--- src/cfp_pkg.sv ---
// Shared types and constants of the closest and farthest pair finder.
`timescale 1ns / 1ps

package cfp_pkg;

   // Defaults for the top level parameters
   localparam int MAX_POINTS_DEF  = 256;
   localparam int COORD_BITS_DEF  = 16;

   // Fixed port widths
   localparam int IN_COORD_W  = 16;
   localparam int OUT_COORD_W = 16;
   localparam int DIST_OUT_W  = 33;
   localparam int STATUS_W    = 2;

   // Width used for explicit sign and zero extension before truncation
   localparam int WIDE_W = 64;

   // Entries in the queue between front and back
   localparam int QUEUE_DEPTH = 4;

   // What the back does with a point
   typedef enum logic {
      KIND_STORE = 1'b0,
      KIND_DROP  = 1'b1
   } kind_type;

   // Result status codes
   typedef logic [STATUS_W-1:0] status_type;
   localparam status_type STATUS_OK   = 2'd0;
   localparam status_type STATUS_FEW  = 2'd1;
   localparam status_type STATUS_DROP = 2'd2;

   // Classification of one request, handed from front to back
   typedef struct packed {
      kind_type kind;
      logic     last;
      logic     dropped;
   } item_ctrl_type;

endpackage

--- src/cfp_front.sv ---
// Front: takes requests, trims coordinates, assigns store slots and flags drops.
`timescale 1ns / 1ps

module cfp_front #(
   parameter int MAX_POINTS = cfp_pkg::MAX_POINTS_DEF,
   parameter int COORD_BITS = cfp_pkg::COORD_BITS_DEF
) (
   input  logic                                  clock,
   input  logic                                  reset,
   input  logic                                  req_valid,
   output logic                                  req_ready,
   input  logic signed [cfp_pkg::IN_COORD_W-1:0] req_coord_x,
   input  logic signed [cfp_pkg::IN_COORD_W-1:0] req_coord_y,
   input  logic                                  req_last_point,
   output logic                                  push_valid,
   input  logic                                  push_ready,
   output cfp_pkg::item_ctrl_type                push_ctrl,
   output logic [$clog2(MAX_POINTS)-1:0]         push_idx,
   output logic [COORD_BITS-1:0]                 push_x,
   output logic [COORD_BITS-1:0]                 push_y
);

   localparam int IDX_W = $clog2(MAX_POINTS);
   localparam int CNT_W = $clog2(MAX_POINTS + 1);
   localparam logic [CNT_W-1:0] CNT_MAX = CNT_W'(MAX_POINTS);

   logic [CNT_W-1:0]             count_ff, count_in;
   logic                         dropped_ff, dropped_in;
   logic                         room;
   logic                         accept;
   logic [cfp_pkg::WIDE_W-1:0]   wide_x, wide_y;

   assign req_ready  = push_ready;
   assign push_valid = req_valid;
   assign accept     = req_valid && push_ready;
   assign room       = (count_ff < CNT_MAX);

   // Coordinates are the low COORD_BITS of the raw field
   assign wide_x = {{(cfp_pkg::WIDE_W - cfp_pkg::IN_COORD_W){1'b0}}, req_coord_x};
   assign wide_y = {{(cfp_pkg::WIDE_W - cfp_pkg::IN_COORD_W){1'b0}}, req_coord_y};
   assign push_x = wide_x[COORD_BITS-1:0];
   assign push_y = wide_y[COORD_BITS-1:0];

   // Classification
   assign push_idx          = count_ff[IDX_W-1:0];
   assign push_ctrl.kind    = room ? cfp_pkg::KIND_STORE : cfp_pkg::KIND_DROP;
   assign push_ctrl.last    = req_last_point;
   assign push_ctrl.dropped = dropped_ff || !room;

   // Fill count and drop flag of the current set
   always_comb begin
      count_in   = count_ff;
      dropped_in = dropped_ff;
      if (accept) begin
         if (req_last_point) begin
            count_in   = '0;
            dropped_in = 1'b0;
         end else if (room) begin
            count_in = count_ff + 1'b1;
         end else begin
            dropped_in = 1'b1;
         end
      end
   end

   always_ff @(posedge clock) begin
      if (reset) begin
         count_ff   <= '0;
         dropped_ff <= 1'b0;
      end else begin
         count_ff   <= count_in;
         dropped_ff <= dropped_in;
      end
   end

endmodule

--- config.mk ---
export PLATFORM = sky130hd
export DESIGN_NAME = cfp_front
export DESIGN_NICKNAME = d
export VERILOG_FILES = /design/src/cfp_pkg.sv /design/src/cfp_front.sv
export SDC_FILE = /design/constraint.sdc
export NUM_CORES = 1
export LEC_CHECK = 0
export BUFFER_PORTS_ARGS = -buffer_cell sky130_fd_sc_hd__buf_2
export CORE_MARGIN = 5
export CORE_UTILIZATION = 30
export DETAILED_ROUTE_END_ITERATION = 8
export GPL_ROUTABILITY_DRIVEN = 0
export GPL_TIMING_DRIVEN = 0
export PLACE_DENSITY = 0.66
export SLEW_MARGIN = 5
export SYNTH_ARGS = -nofsm -noshare
export SYNTH_HDL_FRONTEND = slang
export SYNTH_SLANG_ARGS = --single-unit
--- constraint.sdc ---
create_clock -name clock -period 1.94 [get_ports clock]
set_clock_uncertainty 0.2 [all_clocks]
set_input_delay 0.097 -clock clock [delete_from_list [all_inputs] [get_ports clock]]
set_output_delay 0.097 -clock clock [all_outputs]
set_load 0.05 [all_outputs]
# After elaboration in Yosys (flattened, before gate mapping)
# Index checks and enable logic that the tools add are counted.
# classes
addsub,1
n_lt_le_gt_ge,1
eq_ne,1
mux,5
reduce_logical,6
# op_table
cell,count
2-to-1 mux 9 bit,2
"adder 9 x 1 -> 9 bit, second input constant",1
"< comparator 9 bit, second input constant",1
AND reduction 2 bit,2
2-to-1 mux 1 bit,3
"inequality test 2 bit, second input constant",1
nonzero test 2 bit,1
logical AND 1 bit,1
logical NOT 1 bit,1
logical OR 1 bit,1
# totals
register_bits,10
out_inout_bits,45

# Depth between registers and ports, before layout
# logic_depth
depth_word,3
ltp_mapped,5
depth_no_buf,5

# Least setup slack after synthesis
# Ideal clock, no wire load.
# synth_timing
path_type,register to register
startpoint,register count_ff[0]
endpoint,register count_ff[8]
t_arrival_ns,1.518
slack_ns,0.126
path_stages_with_launch,6
path_buffers,0
period_less_slack_ns,1.814
path_cell_list,dfxtp_1 > ha_1 > nand3_1 > nor2_1 > nand4_1 > a221oi_1
# synth_between
elab_chain_len,3
word_cells_on_any_way,6
# synth_lines
item,line,text
start: declaration,cfp_front.sv:27,"logic [CNT_W-1:0] count_ff, count_in;"
start signal: assignment,cfp_front.sv:71,count_ff <= count_in;
adder 9 x 1 -> 9 bit or < comparator 9 bit (tied branches),"cfp_front.sv:59, cfp_front.sv:36",
2-to-1 mux 9 bit or nonzero test 2 bit (tied branches),-,
2-to-1 mux 9 bit or AND reduction 2 bit (tied branches),-,
# Several ways; a longest one is shown, not always the timed one. The select of a mux whose other input is x is not followed.
# A chain may end at the register's enable or synchronous reset.

# Final worst setup path
# layout_timing
startpoint,input port reset
endpoint,register dropped_ff
# layout_rtl
item,line,text
start: declaration,cfp_front.sv:9,"input logic reset,"
end signal: assignment,cfp_front.sv:72,dropped_ff <= dropped_in;
end: declaration,cfp_front.sv:28,"logic dropped_ff, dropped_in;"
# No word-level cell between the ends.

==> results.yml <==
worst_hold_path:
  hold_end: "count_ff[7]"
  min_delay_path_depth: 5
  hold_path_start: "push_ready"
  hold_wc_path_type: "in2reg"
grt:
  grt_first_pass_wirelength_um: 3140
  number_of_global_route_vias_before_repair: 808
  antenna_violations_before_repair: 0
  gr-total-overflow: 0
  groute.usage.overall_pct: 11.0
  grt_max_degree: 10
placed_design:
  numPortBuffers: 48
  dp_hpwl_um: 1680
routing:
  first_iter_violations: 20
  routed_vias_inst: 4.54
  wl_per_cell_um: 11.0
  detail_route.first_pass.iterations: 4
  drt.antenna.violating_nets: 0
  routed-via-count: 826
  routed_wl_um: 2000
  post-route-drc-count: 0
clocking:
  worstSkewPairLatency_ns: 0.26
  cts_sinks: 10
  numCtsBuffers: 3
  htree_levels: 1
  cts_max_path_buffers: 2
  clkTransAtPathRegs_ns: 0.07
  post_cts_buffers: 0
  cts_tree: "built"
  root_buffer_cell: "sky130_fd_sc_hd__clkbuf_4"
floorplanning:
  vertical_die_dimension_um: 61.2
  coreArea_sq_um: 2500
  fp.dieW_um: 61.2
  initial_standard_cell_utilization_of_the_core_pct: 31.5
  row_count: 18
  ios: 82
  die_area_sq_um: 3750
logic_synthesis:
  synth_warnings: 0
  synth_enable_flop_cells: 0
  yosysUniqueCellTypes: 31
  synth_sequential_area_ratio_pct: 25.4
  synth.top_cells.by_area: "sky130_fd_sc_hd__buf_4 (33%), sky130_fd_sc_hd__dfxtp_1 (25%), sky130_fd_sc_hd__a31oi_1 (4.8%), sky130_fd_sc_hd__nor2_1 (3.8%), sky130_fd_sc_hd__nand2_1 (2.9%)"
  synth_seq_cells: 10
  synth_area_sq_um: 787
  synth.cells.most_frequent: "sky130_fd_sc_hd__buf_4 (35), sky130_fd_sc_hd__dfxtp_1 (10), sky130_fd_sc_hd__nor2_1 (8), sky130_fd_sc_hd__a31oi_1 (6), sky130_fd_sc_hd__nand2_1 (6)"
  ys_dominant_reg_cell: "sky130_fd_sc_hd__dfxtp_1"
  syn-mean-instance-area_sq_um: 8.11
  synthCells: 97
  synth_top_area_share_pct: 33.4
  postSynthNetCount: 135
  ys_async_sr_fraction_pct: 0
  synth_top_cell_by_area: "sky130_fd_sc_hd__buf_4"
  leading_cell_type_by_number_of_instances_after_synthesis: "sky130_fd_sc_hd__buf_4"
cells_and_area:
  finish.net_count: 191
  insertedDiodeCount: 0
  layout-area-overhead-vs-synth_pct: 43.7
  final_layout_size_suffix_gt1_share_pct: 61.2
  fill_cells: 254
power_and_ir_drop:
  max-vdd-ir-drop_mv: 0.285
  power.clock.fraction_pct: 28.6
  switching_share_pct: 38.8
  power_per_cell_area_nw_per_um2: 582
  comb_power_share_pct: 39.9
  internal_power_uw: 403
  power_frac_seq_pct: 31.6
  reported_net_switching_power_uw: 256
  p_leak_nw: 0.606
  total_power_uw: 659
status:
  status: "complete, no violations"
worst_setup_path:
  arrival_ns: 1.57
  worstReg2RegEnd: "count_ff[8]"
  crit_path_end_kind: "flip-flop"
  worstPathMaxFanout: 9
  critical_path_required_ns: 1.95
  category_of_the_worst_setup_path_launch_point: "primary input"
  timing_worst_setup_path_type: "in2reg"
  crit-reg2reg-launch: "count_ff[0]"
  worst_r2r_path_depth: 5
  reg2reg_setup_slack_ns: 0.38
sta:
  timing.final.crit_period_ns: 1.56
  hold_slack_ns: 0.109
  tightestPinTransition_ns: 0.258
  period_share_pct: 80.3
  rsz0062_at_grt: "false"
  setup_violations: 0
  setup-tns-final_ns: 0
  report.final.slew_viol_count: 0
  timing.max_slew.rel_slack_pct: 82.8
  hold_viol: 0
  fmax_mhz: 642
run:
  cap_violations: 0
==> state kept, by name, summed over array words and instances, names as in the netlist <==
name        cells
count_ff        9
dropped_ff      1
==> cell type report <==
cell class / count / area [sq um] / share of cell area (%)
sequential: 10 / 200 / 17.7
buffer: 38 / 284 / 25.1
inverter: 1 / 3.75 / 0.332
clock buffer: 4 / 36.3 / 3.21
tap: 30 / 37.5 / 3.32
timing repair buffer: 51 / 270 / 23.9
multi-input combinational: 48 / 299 / 26.4
==> cell families (layout without fill, tap and decap cells) <==
| group | after synthesis | in the layout | share of synthesized area [%] |
|---|---|---|---|
| buffers and inverters | 39 | 94 | 36.6 |
| and+or+nand+nor | 28 | 28 | 21.3 |
| AOI/OAI and AO/OA | 19 | 19 | 15.1 |
| DFF | 10 | 10 | 25.4 |
| adders and majority gates | 1 | 1 | 1.59 |
==> worst max-delay path by stage <==
| stage | start | end | slack (ns) | cells past startpoint |
|---|---|---|---|---|
| final | reset | dropped_ff | 0.38 | 4 |
| after global routing | count_ff[0] | count_ff[8] | 0.26 | 5 |
| after CTS | count_ff[8] | dropped_ff | 0.39 | 4 |
| after detailed placement | count_ff[0] | count_ff[8] | 0.42 | 5 |
| after global placement | count_ff[0] | count_ff[8] | 0.46 | 5 |
| after floorplan | count_ff[0] | count_ff[8] | 0.13 | 5 |
==> stage by stage <==
step / cell area (sq um) / cells / utilization [%] / setup slack (ns)
floorplan: 787 / 97 / - / 0.126
global placement: 1060 / 175 / 42.6 / 0.463
detailed placement: 1060 / 175 / 42.6 / 0.419
CTS: 1130 / 182 / 45.2 / 0.393
global route: 1130 / 182 / 45.2 / 0.263
finish: 1130 / 182 / 45.2 / 0.382
==> critical path, cell delays in order <==
cell	delay [ns]
sky130_fd_sc_hd__dlygate4sd3_1	0.53
sky130_fd_sc_hd__clkbuf_2	0.19
sky130_fd_sc_hd__a211oi_1	0.18
sky130_fd_sc_hd__dlygate4sd3_1	0.56
==> routing by layer <==
| layer | global-route usage, % | up-vias | share of wire (%) |
|---|---|---|---|
| met5 | 0 | - | 0 |
| met1 | 12.7 | 359 | 38 |
| met2 | 18.3 | 55 | 49 |
| met4 | 5.57 | 0 | 0.65 |
| li1 | - | 410 | - |
| met3 | 3.56 | 2 | 13 |
==> cells in the final DEF (no fill, tap or decap), drive strengths merged <==
cell         count
nand4            1
and2             1
and4b            1
nor2b            1
nor2             8
inv              1
and4             1
nand3b           1
a31oi            6
ha               1
or2              1
nand3            1
nand2            6
dlygate4sd3      3
clkbuf           5
nor3             3
a221oi           1
dfxtp           10
and3             1
nand2b           1
a22oi            2
nor3b            1
a211oi           1
buf             85
a21oi            4
o21ai            4
o22ai            1
==> power groups by stage <==
stage,Clock (mW),Sequential [mW],Combinational [mW]
CTS,0.200,0.208,0.264
finish,0.188,0.208,0.263
global route,0.212,0.208,0.275
floorplan,0,0.216,0.212
detailed placement,0,0.213,0.261
global placement,0,0.212,0.259
==> what timing repair did <==
| action | CTS | global route |
|---|---|---|
| endpoints found under the hold margin | 7 | 0 |
| hold buffers | 3 | 0 |
| setup endpoints to repair | 0 | 0 |
| gates resized for setup | 0 | 0 |
(Power assumes the default switching activity.)
