File: src/cfp_queue.sv
// Small register FIFO between the front and the back.
`timescale 1ns / 1ps

module cfp_queue #(
   parameter int WIDTH = 32,
   parameter int DEPTH = 4
) (
   input  logic             clock,
   input  logic             reset,
   input  logic             push_valid,
   output logic             push_ready,
   input  logic [WIDTH-1:0] push_data,
   output logic             pop_valid,
   input  logic             pop_ready,
   output logic [WIDTH-1:0] pop_data
);

   localparam int PTR_W = (DEPTH > 1) ? $clog2(DEPTH) : 1;
   localparam int CNT_W = $clog2(DEPTH + 1);
   localparam logic [PTR_W-1:0] PTR_LAST = PTR_W'(DEPTH - 1);
   localparam logic [CNT_W-1:0] CNT_FULL = CNT_W'(DEPTH);

   logic [WIDTH-1:0] entry_ff [DEPTH];
   logic [PTR_W-1:0] wr_ptr_ff, wr_ptr_in;
   logic [PTR_W-1:0] rd_ptr_ff, rd_ptr_in;
   logic [CNT_W-1:0] count_ff, count_in;
   logic             push, pop;

   assign push_ready = (count_ff != CNT_FULL);
   assign pop_valid  = (count_ff != '0);
   assign pop_data   = entry_ff[rd_ptr_ff];
   assign push       = push_valid && push_ready;
   assign pop        = pop_valid && pop_ready;

   // Pointer wrap and occupancy
   always_comb begin
      wr_ptr_in = wr_ptr_ff;
      rd_ptr_in = rd_ptr_ff;
      count_in  = count_ff;
      if (push) begin
         wr_ptr_in = (wr_ptr_ff == PTR_LAST) ? '0 : wr_ptr_ff + 1'b1;
      end
      if (pop) begin
         rd_ptr_in = (rd_ptr_ff == PTR_LAST) ? '0 : rd_ptr_ff + 1'b1;
      end
      if (push && !pop) begin
         count_in = count_ff + 1'b1;
      end else if (pop && !push) begin
         count_in = count_ff - 1'b1;
      end
   end

   always_ff @(posedge clock) begin
      if (reset) begin
         wr_ptr_ff <= '0;
         rd_ptr_ff <= '0;
         count_ff  <= '0;
      end else begin
         wr_ptr_ff <= wr_ptr_in;
         rd_ptr_ff <= rd_ptr_in;
         count_ff  <= count_in;
      end
   end

   always_ff @(posedge clock) begin
      if (push) begin
         entry_ff[wr_ptr_ff] <= push_data;
      end
   end

endmodule

File: config.mk
export PLATFORM = sky130hd
export DESIGN_NAME = cfp_queue
export DESIGN_NICKNAME = d
export VERILOG_FILES = /design/src/cfp_queue.sv
export SDC_FILE = /design/constraint.sdc
export NUM_CORES = 1
export LEC_CHECK = 0
export BUFFER_PORTS_ARGS = -buffer_cell sky130_fd_sc_hd__buf_2
export CAP_MARGIN = 0
export CORE_UTILIZATION = 55
export CTS_BUF_LIST = sky130_fd_sc_hd__clkbuf_8
export DETAILED_ROUTE_END_ITERATION = 12
export HOLD_SLACK_MARGIN = 0.03
export PLACE_DENSITY = 0.78
export SLEW_MARGIN = 30
export SYNTH_ARGS = -nofsm -noshare
export SYNTH_HDL_FRONTEND = slang
export SYNTH_SLANG_ARGS = --single-unit
File: constraint.sdc
create_clock -name clock -period 5.25 [get_ports clock]
set_input_delay 0.7875 -clock clock [delete_from_list [all_inputs] [get_ports clock]]
set_output_delay 0.7875 -clock clock [all_outputs]
set_load 0.005 [all_outputs]
### Yosys cells after proc, flatten, opt, wreduce, memory -nomap -nowiden

Memories as Yosys holds them, arrays and structs flattened. A register that Yosys moved wholly into a read port is not among the register bits.
Cells that the tools add are included.

* flip-flop bits (word level): 7
* bits in writable memories: 128
* input bits: 36
* output and inout port bits: 34
* logic and storage cells: 27
* memories kept: 1

Memories
* entry_ff: words 4, bits a word 32, read ports 1, clocked after memory_dff 1, wr ports 1, RTL line 23 `logic [WIDTH-1:0] entry_ff [DEPTH];`

* add/subtract/negate cells: 4
* equality and inequality tests: 3
* muxes and demuxes: 8
* reduce and logical (&&, ||, !) cells: 8

Operators with widths (number)
* 2-to-1 mux 2 bit: 4
* 2-to-1 mux 3 bit: 2
* adder 2 x 1 -> 2 bit, second input constant: 2
* equality test 2 bit, second input constant: 2
* logical AND 1 bit: 4
* adder 3 x 1 -> 3 bit, second input constant: 1
* inequality test 3 bit, second input constant: 1
* nonzero test 3 bit: 1
* subtractor 3 x 1 -> 3 bit, second input constant: 1
* zero test 1 bit: 2
* 2-to-1 mux 1 bit: 2
* nonzero test 2 bit: 1

### Logic depth before layout (Yosys ltp)

Gate-level depths: netlist (run 1).

* depth in word-level cells: 6
* mapped depth: 9
* mapped depth without buffers: 8

### Least setup slack after synthesis (run 1)

Ideal clock, no wire load.

* path kind: input port to flip-flop
* start point: input port pop_ready
* end point: register count_ff[2]
* setup time: 0.070 ns
* data arrival time: 2.260 ns
* data required time: 5.180 ns
* slack: 2.920 ns
* stages: 7
* path buffers: 0
* path through: o31ai_1 ha_1 inv_1 fa_1 xor2_1 or3_2 a21oi_1

* longest elaborated chain between the ends: 4
* elaborated cells between the ends (all ways): 6
* those cells by class: 1 x mux; 5 x reduce/logical

RTL lines
* start, declared: RTL line 14 `input logic pop_ready,`
* logical AND 1 bit (*): RTL line 33 `assign pop = pop_valid && pop_ready;`
* zero test 1 bit: RTL line 46 `if (push && !pop) begin`
* logical AND 1 bit: RTL line 46
* 2-to-1 mux 3 bit or nonzero test 2 bit (tied branches)
* end signal, assigned: RTL line 61 `count_ff <= count_in;`
* end, declared: RTL line 26 `logic [CNT_W-1:0] count_ff, count_in;`

Mark *: on every way between the ends. The rest lies on a longest branch, timed or not.
A chain may end at the register's enable or synchronous reset.

==> impl_metrics.json, run 1 <==
{
  "outcome": "finished, violations left",
  "violations": "DRC",
  "hold_buffers": 0,
  "hold_viol": 0,
  "antenna_found_initial": 0,
  "p_leak_nw": 2.04,
  "setup_ws_ps": 2430,
  "drive_gt1_share_pct": 46.4,
  "synth_cell_types": 27,
  "cap_violations": 0,
  "slew_headroom_pct": 41.3,
  "finalCritPeriodShare_pct": 53.7,
  "nets": 338,
  "antenna_left": 0,
  "synthesis.instances": 215,
  "cts_num_sinks": 137,
  "portBuffers": 69,
  "grt_usage_pct": 18.3,
  "drt-pass1-iter-count": 10,
  "dp_hpwl_um": 4490,
  "cts.path.max_buffers": 2,
  "r2r_start": "count_ff[0]",
  "ys_warn_count": 0,
  "finalSetupTns_ps": 0,
  "area_growth_pct": 16.9,
  "h-tree-depth": 4,
  "fill_cells": 594,
  "synth_seq_cells": 137,
  "wl_um": 7940,
  "yosys.area.top_type": "edfxtp_1",
  "post_cts_buffers": 0,
  "wl_per_cell_um": 19.1,
  "grt_max_degree": 33,
  "grt_pass1_wl_um": 12600,
  "grt.overflow.total": 0,
  "io_pins": 70,
  "post-layout-total-power_mw": 2.77,
  "place_ws_ps": 2730,
  "fp-row-count": 34,
  "post-route-util_pct": 67.1,
  "grt_pass1_vias": 2465,
  "drt_iter0_drc": 78,
  "skew_ps": 8.05,
  "vias": 2310,
  "hold_start": "rd_ptr_ff[0]",
  "path_class": "flop to output pin",
  "design_area_um2": 5940,
  "post_cts_resized": 0,
  "maxSlewViolCount": 0,
  "viasPerCell": 5.55,
  "netlist_area_um2": 5080,
  "max_clock_freq_mhz": 355,
  "hold_path.class": "flop to flop",
  "path_max_fanout": 32,
  "cp-end-kind": "output pin",
  "gp_congestion": 0.677,
  "synth_nets": 258,
  "required_ps": 4460,
  "placed_cell_area_um2": 5530,
  "avgSynthCellArea_um2": 23.6,
  "power_density_nw_per_um2": 467,
  "cts-root-buf": "clkbuf_8",
  "cts_tree": "done",
  "clkTransAtPathRegs_ps": 80,
  "r2r_setup_slack_ps": 2910,
  "diodes": 0,
  "die_y_um": 98.1,
  "yosysSeqAreaShare_pct": 79.2,
  "cts-buffers-inserted": 17,
  "tightestPinTransition_ps": 881,
  "setup_viol": 0,
  "post-route-drc-count": 2,
  "fp.dieW_um": 98.1,
  "finalCriticalPeriod_ps": 2820,
  "synthTopCellsByArea": "edfxtp_1 76%, mux4_2 14%, dfxtp_1 3.5%",
  "cp.arrival_ps": 2030,
  "rsz0062_at_grt": "false",
  "start_kind": "flop",
  "vdd.ir_drop.worst_uv": 268,
  "initial_utilization_pct": 57.4,
  "netlist.area_leader.share_pct": 75.6,
  "die_area_um2": 9630,
  "design.core.area_um2": 8850,
  "insertion_delay_ps": 410
}
[logic make-up (layout without fill, tap and decap cells)]
family / after synthesis / in the layout / share of synthesized area (%)
AO/OA/AOI/OAI: 5 / 5 / 0.689
XOR/XNOR: 2 / 2 / 0.345
adder cells (fa/ha/maj): 7 / 7 / 1.87
buffers and inverters: 12 / 105 / 1.06
flip-flops: 137 / 137 / 79.2
multiplexers: 35 / 35 / 14.8
AND/OR/NAND/NOR: 17 / 17 / 2.09
[synthesized netlist by cell type, drive strengths merged]
master	n
a21oi	2
and2	1
and3	4
buf	7
clkbuf	2
dfxtp	9
edfxtp	128
fa	1
ha	6
inv	3
mux2i	3
mux4	32
nand2	1
nand2b	2
nand3	1
nor2	3
nor3	1
o21ai	1
o31ai	2
or3	3
or3b	1
xor2	2
[layer usage]
layer	global-route usage [%]	up-vias	wire, um
met5	0	-	0
met4	7.35	0	51
met3	6.30	5	344
met2	28.0	65	3890
met1	24.6	1178	3650
li1	-	1062	-
[where the power goes]
group / switching, mW / leakage, nW / total, mW / internal (mW)
clock: 0.393 / 0.200 / 0.863 / 0.470
combinational: 0.252 / 0.596 / 0.526 / 0.274
sequential: 0.0554 / 1.25 / 1.38 / 1.33
total: 0.701 / 2.04 / 2.77 / 2.07
[final cells by class]
type	instances	area, um^2	share of cell area (%)
Inverter	3	11.3	0.190
Clock inverter	15	175	2.95
Tap cell	108	135	2.28
Clock buffer	17	234	3.94
Timing Repair Buffer	70	353	5.94
Multi-Input combinational cell	66	1000	16.9
Sequential cell	137	4030	67.8
[worst max-delay path, cell delays in order (launching register included)]
cell,delay (ps)
dfxtp_2,310
buf_4,530
mux4_2,620
buf_2,150
[state kept, by name, indices dropped and copies added, names as in the netlist, named ones only]
signal and count:
count_ff 3, entry_ff 128, rd_ptr_ff 2, wr_ptr_ff 2
[final timing paths]
path,endpoint,cells past startpoint
worst min register to register,flop,2
worst max register to register,count_ff[2],7
worst max-delay path,pop_data[14],3
worst min-delay path,flop,2
[cell usage in the layout (no fill, tap or decap)]
master | synthesis | final
edfxtp_1 | 128 | 128
buf_2 | 3 | 69
mux4_2 | 32 | 32
clkbuf_8 | 0 | 17
dfxtp_1 | 9 | 7
ha_1 | 6 | 6
and3_2 | 4 | 4
inv_1 | 3 | 3
nor2_1 | 3 | 3
mux2i_1 | 3 | 3
clkinvlp_4 | 0 | 3
clkinv_2 | 0 | 3
clkinv_4 | 0 | 3
bufinv_16 | 0 | 3
or3_2 | 2 | 2
xor2_1 | 2 | 2
a21oi_1 | 2 | 2
nand2b_1 | 2 | 2
dfxtp_2 | 0 | 2
inv_6 | 0 | 2
or3b_1 | 1 | 1
and2_4 | 1 | 1
o31ai_1 | 1 | 1
nor3_1 | 1 | 1
nand3_1 | 1 | 1
o31ai_2 | 1 | 1
or3_1 | 1 | 1
nand2_1 | 1 | 1
o21ai_0 | 1 | 1
fa_1 | 1 | 1
clkinv_1 | 0 | 1
buf_4 | 1 | 1
[metrics by stage]
| step | hold WS (ps) | cells |
|---|---|---|
| floorplan | 463 | 215 |
| global placement | 478 | 384 |
| detailed placement | 490 | 384 |
| CTS | 501 | 416 |
| global route | 537 | 416 |
| finish | 508 | 416 |
Power figures use the tool's default switching activity.
==> inputs of run 2 (changes only) <==
ABC_AREA = 1   (was unset)
CORE_UTILIZATION = 54   (was 55)
PLACE_DENSITY = 0.79   (was 0.78)
clock period = 2.5 ns   (was 5.25 ns; I/O delays follow)
==> impl_metrics.json, run 2 <==
{
  "setup_viol": 0,
  "regMostFlops": "entry_ff",
  "synth-compound-area-share_pct": 10.1,
  "finalCritPeriodShare_pct": 86.1,
  "wl_per_cell_um": 16.7,
  "avgSynthCellArea_um2": 14.0,
  "p_leak_nw": 2.24,
  "final_cell_mix": "128 x edfxtp_1, 77 x nor2_1, 69 x buf_2",
  "synthArstFlopShare_pct": 0,
  "placed_cells": 568,
  "nets": 501,
  "r2r_setup_slack_ps": 480,
  "finalCriticalPeriod_ps": 2150,
  "drt-pass1-iter-count": 4,
  "grt_pass1_vias": 3197,
  "insertion_delay_ps": 430,
  "place_ws_ps": 518,
  "diodes": 0,
  "min_path_cells": 2,
  "synth_edf_count": 128,
  "initial_utilization_pct": 56.3,
  "required_ps": 2120,
  "synth_xor_area_share_pct": 0.166,
  "crit_end": "pop_data[26]",
  "die_area_um2": 10200,
  "post_cts_buffers": 0,
  "power_density_nw_per_um2": 1050,
  "ys.flop_type": "edfxtp_1",
  "yosysSeqAreaShare_pct": 76.3,
  "netlist.area_leader.share_pct": 72.8,
  "grt_pass1_wl_um": 15500,
  "yosys.area.top_type": "edfxtp_1",
  "cp-end-kind": "output pin",
  "vias": 3246,
  "vdd.ir_drop.worst_uv": 494,
  "setup_ws_ps": 347,
  "path_class": "flop to output pin",
  "area_growth_pct": 16.8,
  "max_clock_freq_mhz": 465,
  "synthesis.instances": 378,
  "fin_cells": 600,
  "viasPerCell": 5.41,
  "clkTransAtPathRegs_ps": 80,
  "ys_warn_count": 0,
  "skew_ps": 8.79,
  "grt_max_degree": 65,
  "hold_viol": 0,
  "io_pins": 70,
  "rr_endpoint": "count_ff[1]",
  "synth_seq_cells": 137,
  "design.core.area_um2": 9370,
  "tightestPinTransition_ps": 571,
  "drive_gt1_share_pct": 25.7,
  "h-tree-depth": 4,
  "fill_cells": 686,
  "cap_violations": 0,
  "synthAdderAreaFrac_pct": 1.80,
  "cp.arrival_ps": 1780,
  "drt_iter0_drc": 179,
  "final_common_cell": "edfxtp_1",
  "r2r_start": "count_ff[0]",
  "wl_um": 10000,
  "cts_tree": "done",
  "synth_mux_area_share_pct": 0,
  "start_kind": "flop",
  "netlist_area_um2": 5280,
  "synth_simple_gate_area_share_pct": 7.35,
  "cts-root-buf": "clkbuf_8",
  "largest_reg_flops": 128,
  "yosysMostFrequentCell": "edfxtp_1",
  "antenna_found_initial": 0,
  "gp_congestion": 0.804,
  "cts-buffers-inserted": 17,
  "finalSetupTns_ps": 0,
  "synth_nets": 421,
  "portBuffers": 69,
  "path_max_fanout": 35,
  "synth_top_family_by_area": "compound AO/OA/AOI/OAI gates",
  "dp_hpwl_um": 6160,
  "fp.dieW_um": 101,
  "antenna_left": 0,
  "slew_headroom_pct": 61.8,
  "cts.path.max_buffers": 2,
  "synth_common_cells": "128 x edfxtp_1, 81 x nor2_1, 37 x o21ai_0",
  "synth_cell_types": 22,
  "maxSlewViolCount": 0,
  "fp-row-count": 35,
  "synthTopCellsByArea": "edfxtp_1 73%, nor2_1 5.8%, o22ai_1 3.8%",
  "grt.overflow.total": 0,
  "rsz0062_at_grt": "false",
  "grt_usage_pct": 21.0,
  "post-route-drc-count": 0,
  "reg.largest.list": "entry_ff x128, count_ff x3",
  "post-layout-total-power_mw": 6.48,
  "reg2reg_depth": 9,
  "outcome": "completed",
  "hold_path.class": "input pin to flop",
  "cts_num_sinks": 137,
  "die_y_um": 101
}
## run 2: stage by stage
step,hold slack [ps],area [um^2],utilization [%]
after global placement,516,5740,61.2
after floorplan,447,5280,-
after global routing,110,6160,65.8
after detailed placement,537,5740,61.2
after CTS,97.7,6160,65.8
final,116,6160,65.8
## run 2: worst max-delay path: stages, from the launching register on
cell and delay (ps):
dfxtp_4 600, buf_4 270, o21ai_0 110, o22ai_1 200
buf_2 150
## run 2: layer usage
metal	GRT usage, %	vias to the layer above	wire [um]
li1	-	1554	-
met4	9.14	0	127
met5	0	-	0
met3	5.69	10	493
met2	34.7	105	5160
met1	26.3	1577	4220
## run 2: layout make-up
| class | instances | area [um^2] | share of cell area (%) |
|---|---|---|---|
| flip-flops and latches | 137 | 4030 | 65.3 |
| multi-input cells | 206 | 1060 | 17.2 |
| repair buffers | 80 | 428 | 6.94 |
| clock buffers | 17 | 234 | 3.80 |
| clock inverters | 15 | 189 | 3.06 |
| well taps | 129 | 161 | 2.62 |
| inverters | 16 | 67.6 | 1.10 |
## run 2: worst min path at each step
| stage | startpoint | end | slack (ps) |
|---|---|---|---|
| 4_1_cts | reset | count_ff[0] | 100 |
| 6_report | reset | count_ff[0] | 120 |
| 3_3_place_gp | count_ff[1] | count_ff[1] | 520 |
| 2_1_floorplan | reset | count_ff[0] | 450 |
| 3_5_place_dp | rd_ptr_ff[1] | rd_ptr_ff[1] | 540 |
| 5_1_grt | reset | count_ff[0] | 110 |
## run 2: power breakdown
part	internal (mW)	total, mW	leakage (nW)	switching [mW]
combinational	0.637	1.65	0.785	1.01
clock	1.01	1.88	0.208	0.870
sequential	2.80	2.95	1.25	0.148
total	4.45	6.48	2.24	2.03
## run 2: cell families after synthesis
| family | Yosys count |
|---|---|
| flip-flops | 137 |
| AO/OA/AOI/OAI | 99 |
| AND/OR/NAND/NOR | 99 |
| buffers and inverters | 35 |
| adder cells (fa/ha/maj) | 7 |
| XOR/XNOR | 1 |
## run 2: what timing repair did
action | in CTS | in global routing
resized for setup | 0 | 1
hold buffers | 0 | 0
endpoints found under the setup margin | 0 | 15
